==> src/hw/rtl/rc5_pkg.sv <==
// Shared types and constants of the RC5 infrared receiver.
package rc5_pkg;

  localparam int unsigned INTERVAL_W = 8;
  localparam int unsigned FULL_W     = 8;
  localparam int unsigned HALF_W     = 7;
  localparam int unsigned TOL_W      = 6;
  localparam int unsigned CNT_W      = 8;
  localparam int unsigned WORD_W     = 16;
  localparam int unsigned CFG_DATA_W = 8;
  // Window sums need one bit above the widest operand.
  localparam int unsigned SUM_W      = 9;

  // Frame lengths in half bits: 26 means the last half bit was the idle level.
  localparam logic [CNT_W-1:0] HALVES_SHORT = CNT_W'(26);
  localparam logic [CNT_W-1:0] HALVES_LONG  = CNT_W'(27);

  typedef enum logic {
    OP_EDGE    = 1'b0,
    OP_TIMEOUT = 1'b1
  } op_t;

  typedef enum logic [1:0] {
    CFG_ENABLE    = 2'd0,
    CFG_FULL_BIT  = 2'd1,
    CFG_HALF_BIT  = 2'd2,
    CFG_TOLERANCE = 2'd3
  } cfg_idx_t;

  typedef struct packed {
    logic [1:0] start_bits;
    logic       toggle;
    logic [4:0] address;
    logic [5:0] command;
  } rc5_frame_t;

endpackage

==> src/hw/rtl/rc5_if.sv <==
// Handshake channels of the RC5 receiver: input events, frames and config writes.
interface rc5_in_if;
  logic                             valid;
  logic                             ready;
  rc5_pkg::op_t                     operation;
  logic [rc5_pkg::INTERVAL_W-1:0]   interval;

  modport source (output valid, output operation, output interval, input ready);
  modport sink   (input valid, input operation, input interval, output ready);
endinterface

interface rc5_out_if;
  logic       valid;
  logic       ready;
  logic [1:0] start_bits;
  logic       toggle;
  logic [4:0] address;
  logic [5:0] command;

  modport source (output valid, output start_bits, output toggle, output address,
                  output command, input ready);
  modport sink   (input valid, input start_bits, input toggle, input address,
                  input command, output ready);
endinterface

interface rc5_cfg_if;
  logic                             valid;
  logic                             ready;
  rc5_pkg::cfg_idx_t                index;
  logic [rc5_pkg::CFG_DATA_W-1:0]   data;

  modport source (output valid, output index, output data, input ready);
  modport sink   (input valid, input index, input data, output ready);
endinterface

==> src/hw/rtl/rc5_ir_receiver_decoder.sv <==
// RC5 inverted-Manchester decoder driven by edge and timeout events.
// Latency: a timeout item that closes a valid frame shows its frame on out_ch
//   in the cycle after it is accepted; edge items give no frame.
// Throughput: one item per cycle; the frame register stalls input only while
//   a frame is held and out_ch.ready is low.
// Reset (rst_n low, synchronous): counters, shift word and lockout cleared,
//   configuration back to enable=1, full=28, half=14, tolerance=5.
module rc5_ir_receiver_decoder (
  input  logic            clk,
  input  logic            rst_n,
  rc5_in_if.sink          in_ch,
  rc5_out_if.source       out_ch,
  rc5_cfg_if.sink         cfg_ch
);

  logic                           enable_r;
  logic [rc5_pkg::FULL_W-1:0]     full_ticks_r;
  logic [rc5_pkg::HALF_W-1:0]     half_ticks_r;
  logic [rc5_pkg::TOL_W-1:0]      tol_ticks_r;

  logic [rc5_pkg::CNT_W-1:0]      edge_cnt_r, edge_cnt_nxt;
  logic [rc5_pkg::CNT_W-1:0]      half_cnt_r, half_cnt_nxt;
  logic [rc5_pkg::WORD_W-1:0]     shift_r, shift_nxt;
  logic                           lockout_r, lockout_nxt;

  logic                           out_valid_r, out_valid_nxt;
  rc5_pkg::rc5_frame_t            frame_r;
  rc5_pkg::rc5_frame_t            frame_nxt;
  logic                           emit;

  logic                           in_ready;
  logic                           accept;
  logic [rc5_pkg::SUM_W-1:0]      iv_plus_tol;
  logic [rc5_pkg::SUM_W-1:0]      half_plus_tol;
  logic [rc5_pkg::SUM_W-1:0]      full_plus_tol;
  logic                           half_match;
  logic                           full_match;
  logic [rc5_pkg::WORD_W-1:0]     word_out;

  assign in_ready     = !out_valid_r || out_ch.ready;
  assign in_ch.ready  = in_ready;
  assign accept       = in_ch.valid && in_ready;
  assign cfg_ch.ready = 1'b1;

  // n - tol < iv < n + tol, rewritten without negative values
  assign iv_plus_tol   = rc5_pkg::SUM_W'(in_ch.interval) + rc5_pkg::SUM_W'(tol_ticks_r);
  assign half_plus_tol = rc5_pkg::SUM_W'(half_ticks_r) + rc5_pkg::SUM_W'(tol_ticks_r);
  assign full_plus_tol = rc5_pkg::SUM_W'(full_ticks_r) + rc5_pkg::SUM_W'(tol_ticks_r);
  assign half_match = (iv_plus_tol > rc5_pkg::SUM_W'(half_ticks_r)) &&
                      (rc5_pkg::SUM_W'(in_ch.interval) < half_plus_tol);
  assign full_match = (iv_plus_tol > rc5_pkg::SUM_W'(full_ticks_r)) &&
                      (rc5_pkg::SUM_W'(in_ch.interval) < full_plus_tol);

  // Append the idle half bit when the frame ended on a short count.
  assign word_out = (half_cnt_r == rc5_pkg::HALVES_SHORT) ?
                    {shift_r[rc5_pkg::WORD_W-2:0], 1'b0} : shift_r;

  always_comb begin
    edge_cnt_nxt = edge_cnt_r;
    half_cnt_nxt = half_cnt_r;
    shift_nxt    = shift_r;
    lockout_nxt  = lockout_r;
    emit         = 1'b0;
    if (accept) begin
      if (in_ch.operation == rc5_pkg::OP_EDGE) begin
        if (enable_r && !lockout_r) begin
          if (edge_cnt_r == '0) begin
            shift_nxt    = '0;
            edge_cnt_nxt = edge_cnt_r + 1'b1;
          end else if (half_match) begin
            half_cnt_nxt = half_cnt_r + 1'b1;
            if (!half_cnt_r[0]) begin
              shift_nxt = {shift_r[rc5_pkg::WORD_W-2:0], edge_cnt_r[0]};
            end
            edge_cnt_nxt = edge_cnt_r + 1'b1;
          end else if (full_match) begin
            // two half bits: exactly one of them lands on an odd count
            half_cnt_nxt = half_cnt_r + 2'd2;
            shift_nxt    = {shift_r[rc5_pkg::WORD_W-2:0], edge_cnt_r[0]};
            edge_cnt_nxt = edge_cnt_r + 1'b1;
          end else begin
            lockout_nxt  = 1'b1;
            half_cnt_nxt = '0;
          end
        end
      end else begin
        shift_nxt    = word_out;
        emit         = (half_cnt_r == rc5_pkg::HALVES_SHORT) ||
                       (half_cnt_r == rc5_pkg::HALVES_LONG);
        half_cnt_nxt = '0;
        edge_cnt_nxt = '0;
        if (enable_r) begin
          lockout_nxt = 1'b0;
        end
      end
    end
  end

  always_comb begin
    frame_nxt.start_bits = word_out[13:12];
    frame_nxt.toggle     = word_out[11];
    frame_nxt.address    = word_out[10:6];
    frame_nxt.command    = word_out[5:0];
    if (emit) begin
      out_valid_nxt = 1'b1;
    end else if (out_ch.ready) begin
      out_valid_nxt = 1'b0;
    end else begin
      out_valid_nxt = out_valid_r;
    end
  end

  always_ff @(posedge clk) begin
    if (!rst_n) begin
      edge_cnt_r  <= '0;
      half_cnt_r  <= '0;
      shift_r     <= '0;
      lockout_r   <= 1'b0;
      out_valid_r <= 1'b0;
    end else begin
      edge_cnt_r  <= edge_cnt_nxt;
      half_cnt_r  <= half_cnt_nxt;
      shift_r     <= shift_nxt;
      lockout_r   <= lockout_nxt;
      out_valid_r <= out_valid_nxt;
    end
  end

  always_ff @(posedge clk) begin
    if (emit) begin
      frame_r <= frame_nxt;
    end
  end

  always_ff @(posedge clk) begin
    if (!rst_n) begin
      enable_r     <= 1'b1;
      full_ticks_r <= rc5_pkg::FULL_W'(28);
      half_ticks_r <= rc5_pkg::HALF_W'(14);
      tol_ticks_r  <= rc5_pkg::TOL_W'(5);
    end else if (cfg_ch.valid) begin
      case (cfg_ch.index)
        rc5_pkg::CFG_ENABLE:    enable_r     <= cfg_ch.data[0];
        rc5_pkg::CFG_FULL_BIT:  full_ticks_r <= cfg_ch.data[rc5_pkg::FULL_W-1:0];
        rc5_pkg::CFG_HALF_BIT:  half_ticks_r <= cfg_ch.data[rc5_pkg::HALF_W-1:0];
        rc5_pkg::CFG_TOLERANCE: tol_ticks_r  <= cfg_ch.data[rc5_pkg::TOL_W-1:0];
        default: ;
      endcase
    end
  end

  assign out_ch.valid      = out_valid_r;
  assign out_ch.start_bits = frame_r.start_bits;
  assign out_ch.toggle     = frame_r.toggle;
  assign out_ch.address    = frame_r.address;
  assign out_ch.command    = frame_r.command;

endmodule

==> src/flat_wrapper.sv <==
// flat-port wrapper written by rule: the top's interface ports become plain ports
module rc5_ir_receiver_decoder_flat 
  (clk, rst_n, in_ch_valid, in_ch_operation, in_ch_interval, in_ch_ready, out_ch_valid, out_ch_start_bits, out_ch_toggle, out_ch_address, out_ch_command, out_ch_ready, cfg_ch_valid, cfg_ch_index, cfg_ch_data, cfg_ch_ready);
  rc5_in_if in_ch_i ();
  rc5_out_if out_ch_i ();
  rc5_cfg_if cfg_ch_i ();
  input  logic clk;
  input  logic rst_n;
  input wire logic [$bits(in_ch_i.valid)-1:0] in_ch_valid;
  input wire logic [$bits(in_ch_i.operation)-1:0] in_ch_operation;
  input wire logic [$bits(in_ch_i.interval)-1:0] in_ch_interval;
  output wire logic [$bits(in_ch_i.ready)-1:0] in_ch_ready;
  output wire logic [$bits(out_ch_i.valid)-1:0] out_ch_valid;
  output wire logic [$bits(out_ch_i.start_bits)-1:0] out_ch_start_bits;
  output wire logic [$bits(out_ch_i.toggle)-1:0] out_ch_toggle;
  output wire logic [$bits(out_ch_i.address)-1:0] out_ch_address;
  output wire logic [$bits(out_ch_i.command)-1:0] out_ch_command;
  input wire logic [$bits(out_ch_i.ready)-1:0] out_ch_ready;
  input wire logic [$bits(cfg_ch_i.valid)-1:0] cfg_ch_valid;
  input wire logic [$bits(cfg_ch_i.index)-1:0] cfg_ch_index;
  input wire logic [$bits(cfg_ch_i.data)-1:0] cfg_ch_data;
  output wire logic [$bits(cfg_ch_i.ready)-1:0] cfg_ch_ready;
  assign in_ch_i.valid = in_ch_valid;
  assign in_ch_i.operation = in_ch_operation;
  assign in_ch_i.interval = in_ch_interval;
  assign in_ch_ready = in_ch_i.ready;
  assign out_ch_valid = out_ch_i.valid;
  assign out_ch_start_bits = out_ch_i.start_bits;
  assign out_ch_toggle = out_ch_i.toggle;
  assign out_ch_address = out_ch_i.address;
  assign out_ch_command = out_ch_i.command;
  assign out_ch_i.ready = out_ch_ready;
  assign cfg_ch_i.valid = cfg_ch_valid;
  assign cfg_ch_i.index = cfg_ch_index;
  assign cfg_ch_i.data = cfg_ch_data;
  assign cfg_ch_ready = cfg_ch_i.ready;
  rc5_ir_receiver_decoder u_core (.clk(clk), .rst_n(rst_n), .in_ch(in_ch_i), .out_ch(out_ch_i), .cfg_ch(cfg_ch_i));
endmodule
==> config.mk <==
export PLATFORM = sky130hd
export DESIGN_NAME = rc5_ir_receiver_decoder_flat
export DESIGN_NICKNAME = d
export VERILOG_FILES = /design/src/hw/rtl/rc5_pkg.sv /design/src/hw/rtl/rc5_if.sv /design/src/hw/rtl/rc5_ir_receiver_decoder.sv /design/src/flat_wrapper.sv
export SDC_FILE = /design/constraint.sdc
export NUM_CORES = 1
export LEC_CHECK = 0
export ABC_AREA = 1
export BUFFER_PORTS_ARGS = -buffer_cell sky130_fd_sc_hd__buf_4
export CORE_ASPECT_RATIO = 1.25
export CORE_MARGIN = 1
export CORE_UTILIZATION = 50
export DETAILED_ROUTE_END_ITERATION = 10
export PLACE_DENSITY = 0.7
export SYNTH_ARGS = -nofsm -noshare
export SYNTH_HDL_FRONTEND = slang
export SYNTH_SLANG_ARGS = --single-unit
==> constraint.sdc <==
create_clock -name clk -period 9.5 [get_ports clk]
set_input_delay 1.9 -clock clk [delete_from_list [all_inputs] [get_ports clk]]
set_output_delay 1.9 -clock clk [all_outputs]
set_load 0.02 [all_outputs]
==> results.cfg, run 1 <==
[synth]
netlist_top_cells_count = nand2_1 (201), inv_1 (112), a21oi_1 (54), dfxtp_1 (54), ha_1 (52)
syn-num-nets = 801
synth-compound-area-share_pct = 12.5
synthMuxAreaShare_pct = 0
yosys.area_share.simple_pct = 27.8
synthXorXnorAreaFrac_pct = 4.69
seq_area_frac_synth_pct = 29.8
yosys-top-cells-area = dfxtp_1 (21%), nand2_1 (15%), ha_1 (13%)
synth_top_family_by_area = simple AND/OR/NAND/NOR gates
synth_fa_ha_area_share_pct = 14.1
avgSynthCellArea_um2 = 6.98
synth_warnings = 0
synth_edf_count = 14
synth_cell_types = 43
yosysMostFrequentCell = nand2_1
syn_inst = 722
ys_seq_elements = 68
synth_top_cell_area_share_pct = 21.5
ys_async_sr_fraction_pct = 0
ys.flop_type = dfxtp_1
synth_top_area_cell = dfxtp_1
synth_area_um2 = 5040

[status]
status = finished, final reports clean

[critical_path]
crit_path_start = in_ch_interval[0]
cp.arrival_ns = 5.13
required_ns = 9.77
cp_max_fo = 23
startpoint_type = input pin
rrSetupSlack_ns = 5.65
crit_end = u_core.shift_r[9]
critPathCaptureType = flop
reg2reg_depth = 19
crit_type = input pin to flop
r2r-start = u_core.tol_ticks_r[0]
r2r-end = u_core.shift_r[9]

[timing]
setup_tns_ns = 0
tightestPinTransition_ns = 1.01
setup_viol = 0
fin_skew_ns = 0.00431
hold_viol = 0
slew_headroom_pct = 32.3
fin_crit_sh_pct = 51.1
rsz0062_at_grt = false
fin_crit_ns = 4.85
slew_violations = 0
max_freq_mhz = 206

[grt]
overflow = 0
grt_pass1_wl_um = 19900
antenna_found_initial = 0
grtUsageTotal_pct = 23.9
grt_max_degree = 41
grt_pass1_vias = 4533

[floorplanning]
die_w_um = 91.8
die_h_um = 114
die-area_um2 = 10500
rows = 40
initial_core_util_pct = 51.9
ios = 41
coreArea_um2 = 9710

[drt]
wl_um = 11700
drt_iter0_markers = 177
num_vias = 4631
drc = 0
avgRoutedWirePerCell_um = 13.2
firstDrtPassIters = 5
postRouteAntennaNets = 0
viasPerCell = 5.23

[clock_tree]
cts_buffers = 9
post_cts_resized = 0
clkTransAtPathRegs_ns = 0.05
cts-htree-levels = 3
cts_buffer_depth = 2
clock_sinks = 68
insertion_delay_ns = 0.34
postCtsSetupRepairBufs = 0
hold_buffers = 0
cts_root_buffer = clkbuf_16
cts_tree = done

[final_layout]
drive_gt1_share_pct = 10.4
syn_to_final_growth_pct = 12.2
fill_cells = 947
layout.nets = 833
n_antenna_cell = 0

[placed_design]
port_buffers = 39
dp_hpwl_um = 8700
gp_congestion = 0.918

[power]
p_leak_nw = 2.77
peakVddDrop_v = 0.0000801
total_power_mw = 0.840
power_density_nw_per_um2 = 149

[run]
maxCapViolations = 0

[min_path]
min_path_type = flop to flop
-- flip-flops by register name (all words and copies together) (netlist names), 2 cells and up --
register,count
u_core.tol_ticks_r,6
u_core.shift_r,14
u_core.edge_cnt_r,8
u_core.half_ticks_r,7
u_core.half_cnt_r,8
u_core.out_ch.address,5
u_core.out_ch.start_bits,2
u_core.out_ch.command,6
u_core.full_ticks_r,8
-- logic make-up (layout without fill, tap and decap cells) --
logic type / Yosys count / in the layout
and+or+nand+nor: 325 / 325
AOI/OAI and AO/OA: 110 / 110
buffers and inverters: 136 / 173
adders and majority gates: 55 / 55
DFF: 68 / 68
other: 1 / 1
xor gates and xnor gates: 27 / 27
-- area by class of cell --
cell class / count / area [µm²] / area share (%)
sequential: 68 / 1500 / 26.6
inverter: 116 / 435 / 7.70
tap: 126 / 158 / 2.79
clock buffer: 14 / 254 / 4.49
timing repair buffer: 41 / 308 / 5.44
multi-input combinational: 518 / 2990 / 52.8
clock inverter: 2 / 10.0 / 0.177
-- stage by stage --
step	std cells	utilization (%)	instance area, µm²	hold WS, ns	worst slack (ns)
CTS	885	58.2	5650	0.450	4.66
finish	885	58.2	5650	0.448	4.65
global placement	869	55.5	5390	0.440	4.36
global route	885	58.2	5650	0.491	4.29
floorplan	722	-	5040	0.431	4.98
detailed placement	869	55.5	5390	0.442	4.32
-- where the power goes --
part | total (mW) | internal [mW] | leakage, nW | switching (mW)
Combinational | 0.212 | 0.0787 | 2.07 | 0.133
Clock | 0.306 | 0.183 | 0.131 | 0.123
Sequential | 0.322 | 0.310 | 0.570 | 0.0123
Total | 0.840 | 0.572 | 2.77 | 0.268
-- layout by cell type, fill, tap and decap left out, drive strengths merged --
| cell | synthesis | final |
|---|---|---|
| a211oi | 1 | 1 |
| inv | 115 | 115 |
| nor2 | 48 | 48 |
| o21ai | 38 | 38 |
| dfxtp | 54 | 54 |
| clkbuf | 9 | 14 |
| conb | 1 | 1 |
| a21o | 3 | 3 |
| edfxtp | 14 | 14 |
| fa | 3 | 3 |
| nor3b | 1 | 1 |
| nor4 | 3 | 3 |
| a31oi | 1 | 1 |
| clkinv | 1 | 3 |
| nand2 | 207 | 207 |
| and3 | 3 | 3 |
| nand3b | 2 | 2 |
| xor2 | 20 | 20 |
| nor3 | 12 | 12 |
| o211ai | 7 | 7 |
| xnor2 | 7 | 7 |
| nand4 | 17 | 17 |
| buf | 11 | 41 |
| o21a | 1 | 1 |
| a21oi | 56 | 56 |
| ha | 52 | 52 |
| nand3 | 32 | 32 |
| o21bai | 3 | 3 |
-- how the worst min path moves through the flow --
| stage | end | depth (start not counted) | startpoint |
|---|---|---|---|
| 2_1_floorplan | u_core.lockout_r | 2 | u_core.lockout_r |
| 3_3_place_gp | u_core.lockout_r | 2 | u_core.lockout_r |
| 3_5_place_dp | u_core.lockout_r | 2 | u_core.lockout_r |
| 4_1_cts | u_core.lockout_r | 2 | u_core.lockout_r |
| 5_1_grt | u_core.lockout_r | 2 | u_core.lockout_r |
| 6_report | u_core.lockout_r | 2 | u_core.lockout_r |
-- critical path: stages --
cell	delay, ns
buf_4	0.09
ha_1	0.16
inv_1	0.06
fa_1	0.41
o21ai_2	0.24
nand3_1	0.11
nand2_1	0.09
xor2_1	0.14
inv_1	0.07
ha_1	0.29
nand2_1	0.08
nor2_1	0.14
a21oi_1	0.08
nand2_1	0.06
nand2_1	0.07
nand3_2	0.12
a21oi_2	0.07
nand2_2	0.37
nand3_4	0.28
nand2_1	0.13
inv_1	0.04
nor2_1	0.11
-- per-layer routing --
| layer | global-route usage, % | up-vias | routed length (µm) |
|---|---|---|---|
| met5 | 0 | - | 0 |
| met4 | 13.3 | 0 | 393 |
| met2 | 43.8 | 97 | 5950 |
| met3 | 4.71 | 36 | 425 |
| met1 | 25.8 | 2115 | 4940 |
| li1 | - | 2383 | - |
(Power assumes the default switching activity.)
==> run 2: changes to the inputs <==
==> constraint.sdc (replaced) <==
create_clock -name clk -period 4.85 [get_ports clk]
set_input_delay 0.97 -clock clk [delete_from_list [all_inputs] [get_ports clk]]
set_output_delay 0.97 -clock clk [all_outputs]
set_load 0.02 [all_outputs]
==> run 2 against run 1 <==
Worst hold slack gained 0.0025 ns. Sequential share of layout area is 0.088 points lower. Cell count did not move. Non-clock buffer count is 1 higher. Die area is the same. Sequential power rose by 96%. First-iteration DRC count is 18% higher.
==> results.cfg, run 2 (synthesis results as in run 1) <==
[status]
status = finished, final reports clean

[critical_path]
cp_max_fo = 23
startpoint_type = input pin
cp.arrival_ns = 4.19
r2r-end = u_core.shift_r[9]
crit_end = u_core.edge_cnt_r[3]
crit_path_start = in_ch_interval[0]
crit_type = input pin to flop
reg2reg_depth = 19
rrSetupSlack_ns = 1.06
required_ns = 5.10
critPathCaptureType = flop
r2r-start = u_core.tol_ticks_r[0]

[timing]
fin_ws_ns = 0.910
setup_viol = 0
slew_headroom_pct = 37.6
rsz0062_at_grt = false
slew_violations = 0
fin_skew_ns = 0.00404
max_freq_mhz = 254
hold_viol = 0
tightestPinTransition_ns = 0.930
fin_crit_sh_pct = 81.2
fin_crit_ns = 3.94
setup_tns_ns = 0

[final_layout]
layout.nets = 834
final_cell_mix = nand2_1 (201), inv_1 (112), a21oi_1 (54), dfxtp_1 (54), ha_1 (52)
final_cells = 885
drive_gt1_share_pct = 10.4
regMostFlops = u_core.shift_r
n_antenna_cell = 0
multi_input_area_um2 = 2990
mostFrequentLayoutCell = nand2_1
fill_cells = 929
register_area_um2 = 1500
largest_reg_flops = 14
syn_to_final_growth_pct = 12.6

[grt]
grtUsageTotal_pct = 23.6
antenna_found_initial = 0
grtUsageMet2_pct = 44.1
grt_max_degree = 41
busiest_layer = met2
grt_pass1_wl_um = 19400
grt_pass1_vias = 4347
grt_use_met1_pct = 25.5
overflow = 0
grtUsageMet3_pct = 3.45

[drt]
avgRoutedWirePerCell_um = 13.2
viasPerCell = 5.23
num_vias = 4632
postRouteAntennaNets = 0
drt_iter0_markers = 209
firstDrtPassIters = 4
drc = 0
wl_um = 11700

[clock_tree]
insertion_delay_ns = 0.34
clock_sinks = 68
postCtsSetupRepairBufs = 0
cts-htree-levels = 3
cts_buffers = 9
hold_buffers = 0
post_cts_resized = 0
cts_buffer_depth = 2
clkTransAtPathRegs_ns = 0.05
cts_tree = done
cts_root_buffer = clkbuf_16

[floorplanning]
die_h_um = 114
coreArea_um2 = 9710
ios = 41
die-area_um2 = 10500
rows = 40
initial_core_util_pct = 51.9
die_w_um = 91.8

[placed_design]
dp.cells = 870
gp_congestion = 0.920
dp_hpwl_um = 8730
pre_cts_slack_ns = 0.579
port_buffers = 39

[min_path]
min_path_type = flop to flop
min-delay-start = u_core.lockout_r

[power]
total_power_mw = 1.67
p_leak_nw = 2.78
peakVddDrop_v = 0.000126
power_density_nw_per_um2 = 294

[run]
maxCapViolations = 0
## run 2: cell types whose count changed in the layout (fill, tap and decap cells not counted)
cell | previous run | this run
clkbuf_8 | 1 | 0
clkinv_2 | 2 | 1
clkinv_1 | 1 | 2
clkbuf_1 | 4 | 3
bufinv_16 | 0 | 1
buf_4 | 41 | 42
## run 2: cell type report
| cell class | instances | area share (%) |
|---|---|---|
| clock buffer | 12 | 4.17 |
| clock inverter | 3 | 0.684 |
| inverter | 116 | 7.68 |
| multi-input combinational | 518 | 52.7 |
| sequential | 68 | 26.5 |
| tap | 126 | 2.78 |
| timing repair buffer | 42 | 5.56 |
## run 2: per-stage QoR
stage          util (%)  instance area (µm²)  hold slack, ns
2_1_floorplan         -                 5040           0.431
3_3_place_gp       55.6                 5400           0.440
3_5_place_dp       55.6                 5400           0.442
4_1_cts            58.4                 5670           0.450
5_1_grt            58.4                 5670           0.492
6_report           58.4                 5670           0.450
## run 2: critical path, cell delays in order
cell     delay (ns)
buf_4          0.09
ha_1           0.15
inv_1          0.06
fa_1           0.41
o21ai_2        0.25
nand3_1        0.10
nand2_1        0.08
xor2_1         0.14
inv_1          0.07
ha_1           0.29
nand2_1        0.10
nor2_1         0.06
a21oi_1        0.13
nand2_1        0.06
nand2_1        0.08
nand3_2        0.13
a21oi_2        0.18
nand2_2        0.30
nand2_2        0.29
nand2_1        0.08
a21oi_1        0.15
## run 2: worst min-delay path by stage
stage / depth (start not counted) / end / slack (ns)
floorplan: 2 / u_core.lockout_r / 0.43
global placement: 2 / u_core.lockout_r / 0.44
detailed placement: 2 / u_core.lockout_r / 0.44
CTS: 2 / u_core.lockout_r / 0.45
global route: 2 / u_core.lockout_r / 0.49
finish: 2 / u_core.lockout_r / 0.45
## run 2: per-layer routing
metal	vias up	share of wire (%)
li1	2380	-
met4	0	2.8
met3	24	3.5
met5	-	0
met2	103	52
met1	2125	41
## run 2: power breakdown
part | internal (mW) | total [mW] | switching [mW] | leakage, nW
Combinational | 0.155 | 0.415 | 0.260 | 2.07
Clock | 0.392 | 0.621 | 0.228 | 0.134
Sequential | 0.607 | 0.631 | 0.0244 | 0.570
==> run 3: changes to the inputs <==
--- a/config.mk
+++ b/config.mk
@@ -11,7 +11,7 @@
 export CORE_MARGIN = 1
 export CORE_UTILIZATION = 50
 export DETAILED_ROUTE_END_ITERATION = 10
-export PLACE_DENSITY = 0.7
+export PLACE_DENSITY = 0.73
 export SYNTH_ARGS = -nofsm -noshare
 export SYNTH_HDL_FRONTEND = slang
 export SYNTH_SLANG_ARGS = --single-unit
==> constraint.sdc (replaced) <==
create_clock -name clk -period 3.6 [get_ports clk]
set_input_delay 0.72 -clock clk [delete_from_list [all_inputs] [get_ports clk]]
set_output_delay 0.72 -clock clk [all_outputs]
set_load 0.02 [all_outputs]
==> run 3 against run 2 <==
Via count increased by 0.82%. Clock power rose by 47%. Critical path type is now flop to flop. Sequential power up 35%. Power rose by 40%. Largest power group is now the clock network.
==> results.cfg, run 3 (synthesis results as in run 1) <==
[status]
status = finished, final reports clean

[drt]
route.met3.wl_um = 293
drt-met1-wl_um = 5070
viasPerCell = 5.24
top_layer_used = met4
postRouteAntennaNets = 0
wl_um = 11700
drt_iter0_markers = 156
drc = 0
num_vias = 4670
firstDrtPassIters = 4
wl_met2_um = 5960
avgRoutedWirePerCell_um = 13.1

[final_layout]
final_cell_mix = nand2_1 (201), inv_1 (112), a21oi_1 (54), dfxtp_1 (53), ha_1 (52)
final_cells = 892
drive_gt1_share_pct = 12.1
mostFrequentLayoutCell = nand2_1
largest_reg_flops = 14
n_antenna_cell = 0
layout.nets = 840
fill_cells = 933
design_area_um2 = 5780
syn_to_final_growth_pct = 14.8
regMostFlops = u_core.shift_r

[timing]
hold_viol = 0
slew_violations = 0
tightestPinTransition_ns = 0.854
rsz0062_at_grt = false
fin_ws_ns = 0.308
slew_headroom_pct = 42.6
setup_viol = 0
fin_crit_ns = 3.29
setup_tns_ns = 0
fin_crit_sh_pct = 91.4
max_freq_mhz = 304
fin_skew_ns = 0.00592

[clock_tree]
clock_sinks = 68
cts_buffers = 9
cts-htree-levels = 3
insertion_delay_ns = 0.34
clkTransAtPathRegs_ns = 0.06
postCtsSetupRepairBufs = 0
cts_tree = done
cts_buffer_depth = 2
cts_root_buffer = clkbuf_16
hold_buffers = 0

[critical_path]
cp_slowest_cell = fa_1
cp_max_fo = 14
crit_path_start = u_core.full_ticks_r[0]
timing.critical_path.max_delay_family = simple AND/OR/NAND/NOR gates
slowest_delay_ns = 0.41
crit_type = flop to flop
r2r-start = u_core.full_ticks_r[0]
rrSetupSlack_ns = 0.31
critPathBufInv = 1
cp.arrival_ns = 3.57
critPathCaptureType = flop
required_ns = 3.87
crit_top_cell = nand2_1
crit_chain = ha_1, fa_1, a21oi_1, o21bai_2, xor2_2, ha_1, and3_1, nand2_1, nand2_1, nand2_1, nand2_1, nand2_1, nand2_1, nand2_1, nand2_2, nand2_2, nand3_4, nand2_1, inv_1, nor2_1
startpoint_type = flop

[grt]
grtUsageTotal_pct = 23.4
antenna_found_initial = 0
grt_max_degree = 41
overflow = 0
grt_pass1_vias = 4402
grt_pass1_wl_um = 19500

[floorplanning]
ios = 41
rows = 40
coreArea_um2 = 9710
die-area_um2 = 10500
die_w_um = 91.8
die_h_um = 114
initial_core_util_pct = 51.9

[min_path]
min-delay-start = u_core.lockout_r
min_path_type = flop to flop

[placed_design]
gp_congestion = 0.902
port_buffers = 39
pre_cts_slack_ns = 0.00588
dp.cells = 876
dpl-instance-area_um2 = 5440
dp_hpwl_um = 8810

[power]
p_leak_nw = 2.82
power_density_nw_per_um2 = 405
peakVddDrop_v = 0.000172

[run]
maxCapViolations = 0
-- run 3: changes by cell type in the layout (fill, tap and decap cells not counted), moves of 2 or more --
| cell | previous run | this run |
|---|---|---|
| clkbuf_8 | 0 | 3 |
| clkbuf_1 | 3 | 1 |
| buf_4 | 42 | 47 |
| clkinvlp_4 | 0 | 2 |
-- run 3: path summary, 6_finish.rpt --
kind                  endpoint  cells past startpoint
max reg2reg  u_core.shift_r[9]                     20
min           u_core.lockout_r                      2
min reg2reg   u_core.lockout_r                      2
max          u_core.shift_r[9]                     20
-- run 3: metrics by stage --
step	power (mW)	util, %	hold slack, ns
after floorplan	1.28	-	0.431
after global placement	1.41	56.1	0.439
after detailed placement	1.43	56.1	0.446
after CTS	2.35	59.3	0.455
after global routing	2.48	59.6	0.487
final	2.34	59.6	0.454
-- run 3: metal layers --
metal  vias up  GRT usage (%)
li1       2392              -
met1      2179           25.7
met2        76           44.0
met3        23           3.25
met4         0           11.3
met5         -              0
-- run 3: report_power, final --
| group | leakage [nW] | internal, mW | switching (mW) |
|---|---|---|---|
| Sequential | 0.570 | 0.817 | 0.0328 |
| Clock | 0.148 | 0.593 | 0.322 |
| Combinational | 2.11 | 0.219 | 0.356 |
| Total | 2.82 | 1.63 | 0.711 |
-- run 3: repair_timing --
action                                  CTS  global route
endpoints found under the hold margin     0             0
endpoints found under the setup margin    0            29
gates resized for setup                   0             6
-- run 3: layout make-up --
class                   instances  area [µm²]  share of cell area, %
clock buffers                  13         270                   4.67
clock inverters                 3        45.0                  0.779
inverters                     116         435                   7.53
multi-input cells             518        3010                   52.0
flip-flops and latches         68        1500                   26.0
well taps                     126         158                   2.73
repair buffers                 48         364                   6.30
-- run 3: worst min-delay path, cell delays in order (launching register included) --
cell	delay, ns
dfxtp_1	0.29
inv_1	0.06
a21oi_1	0.06
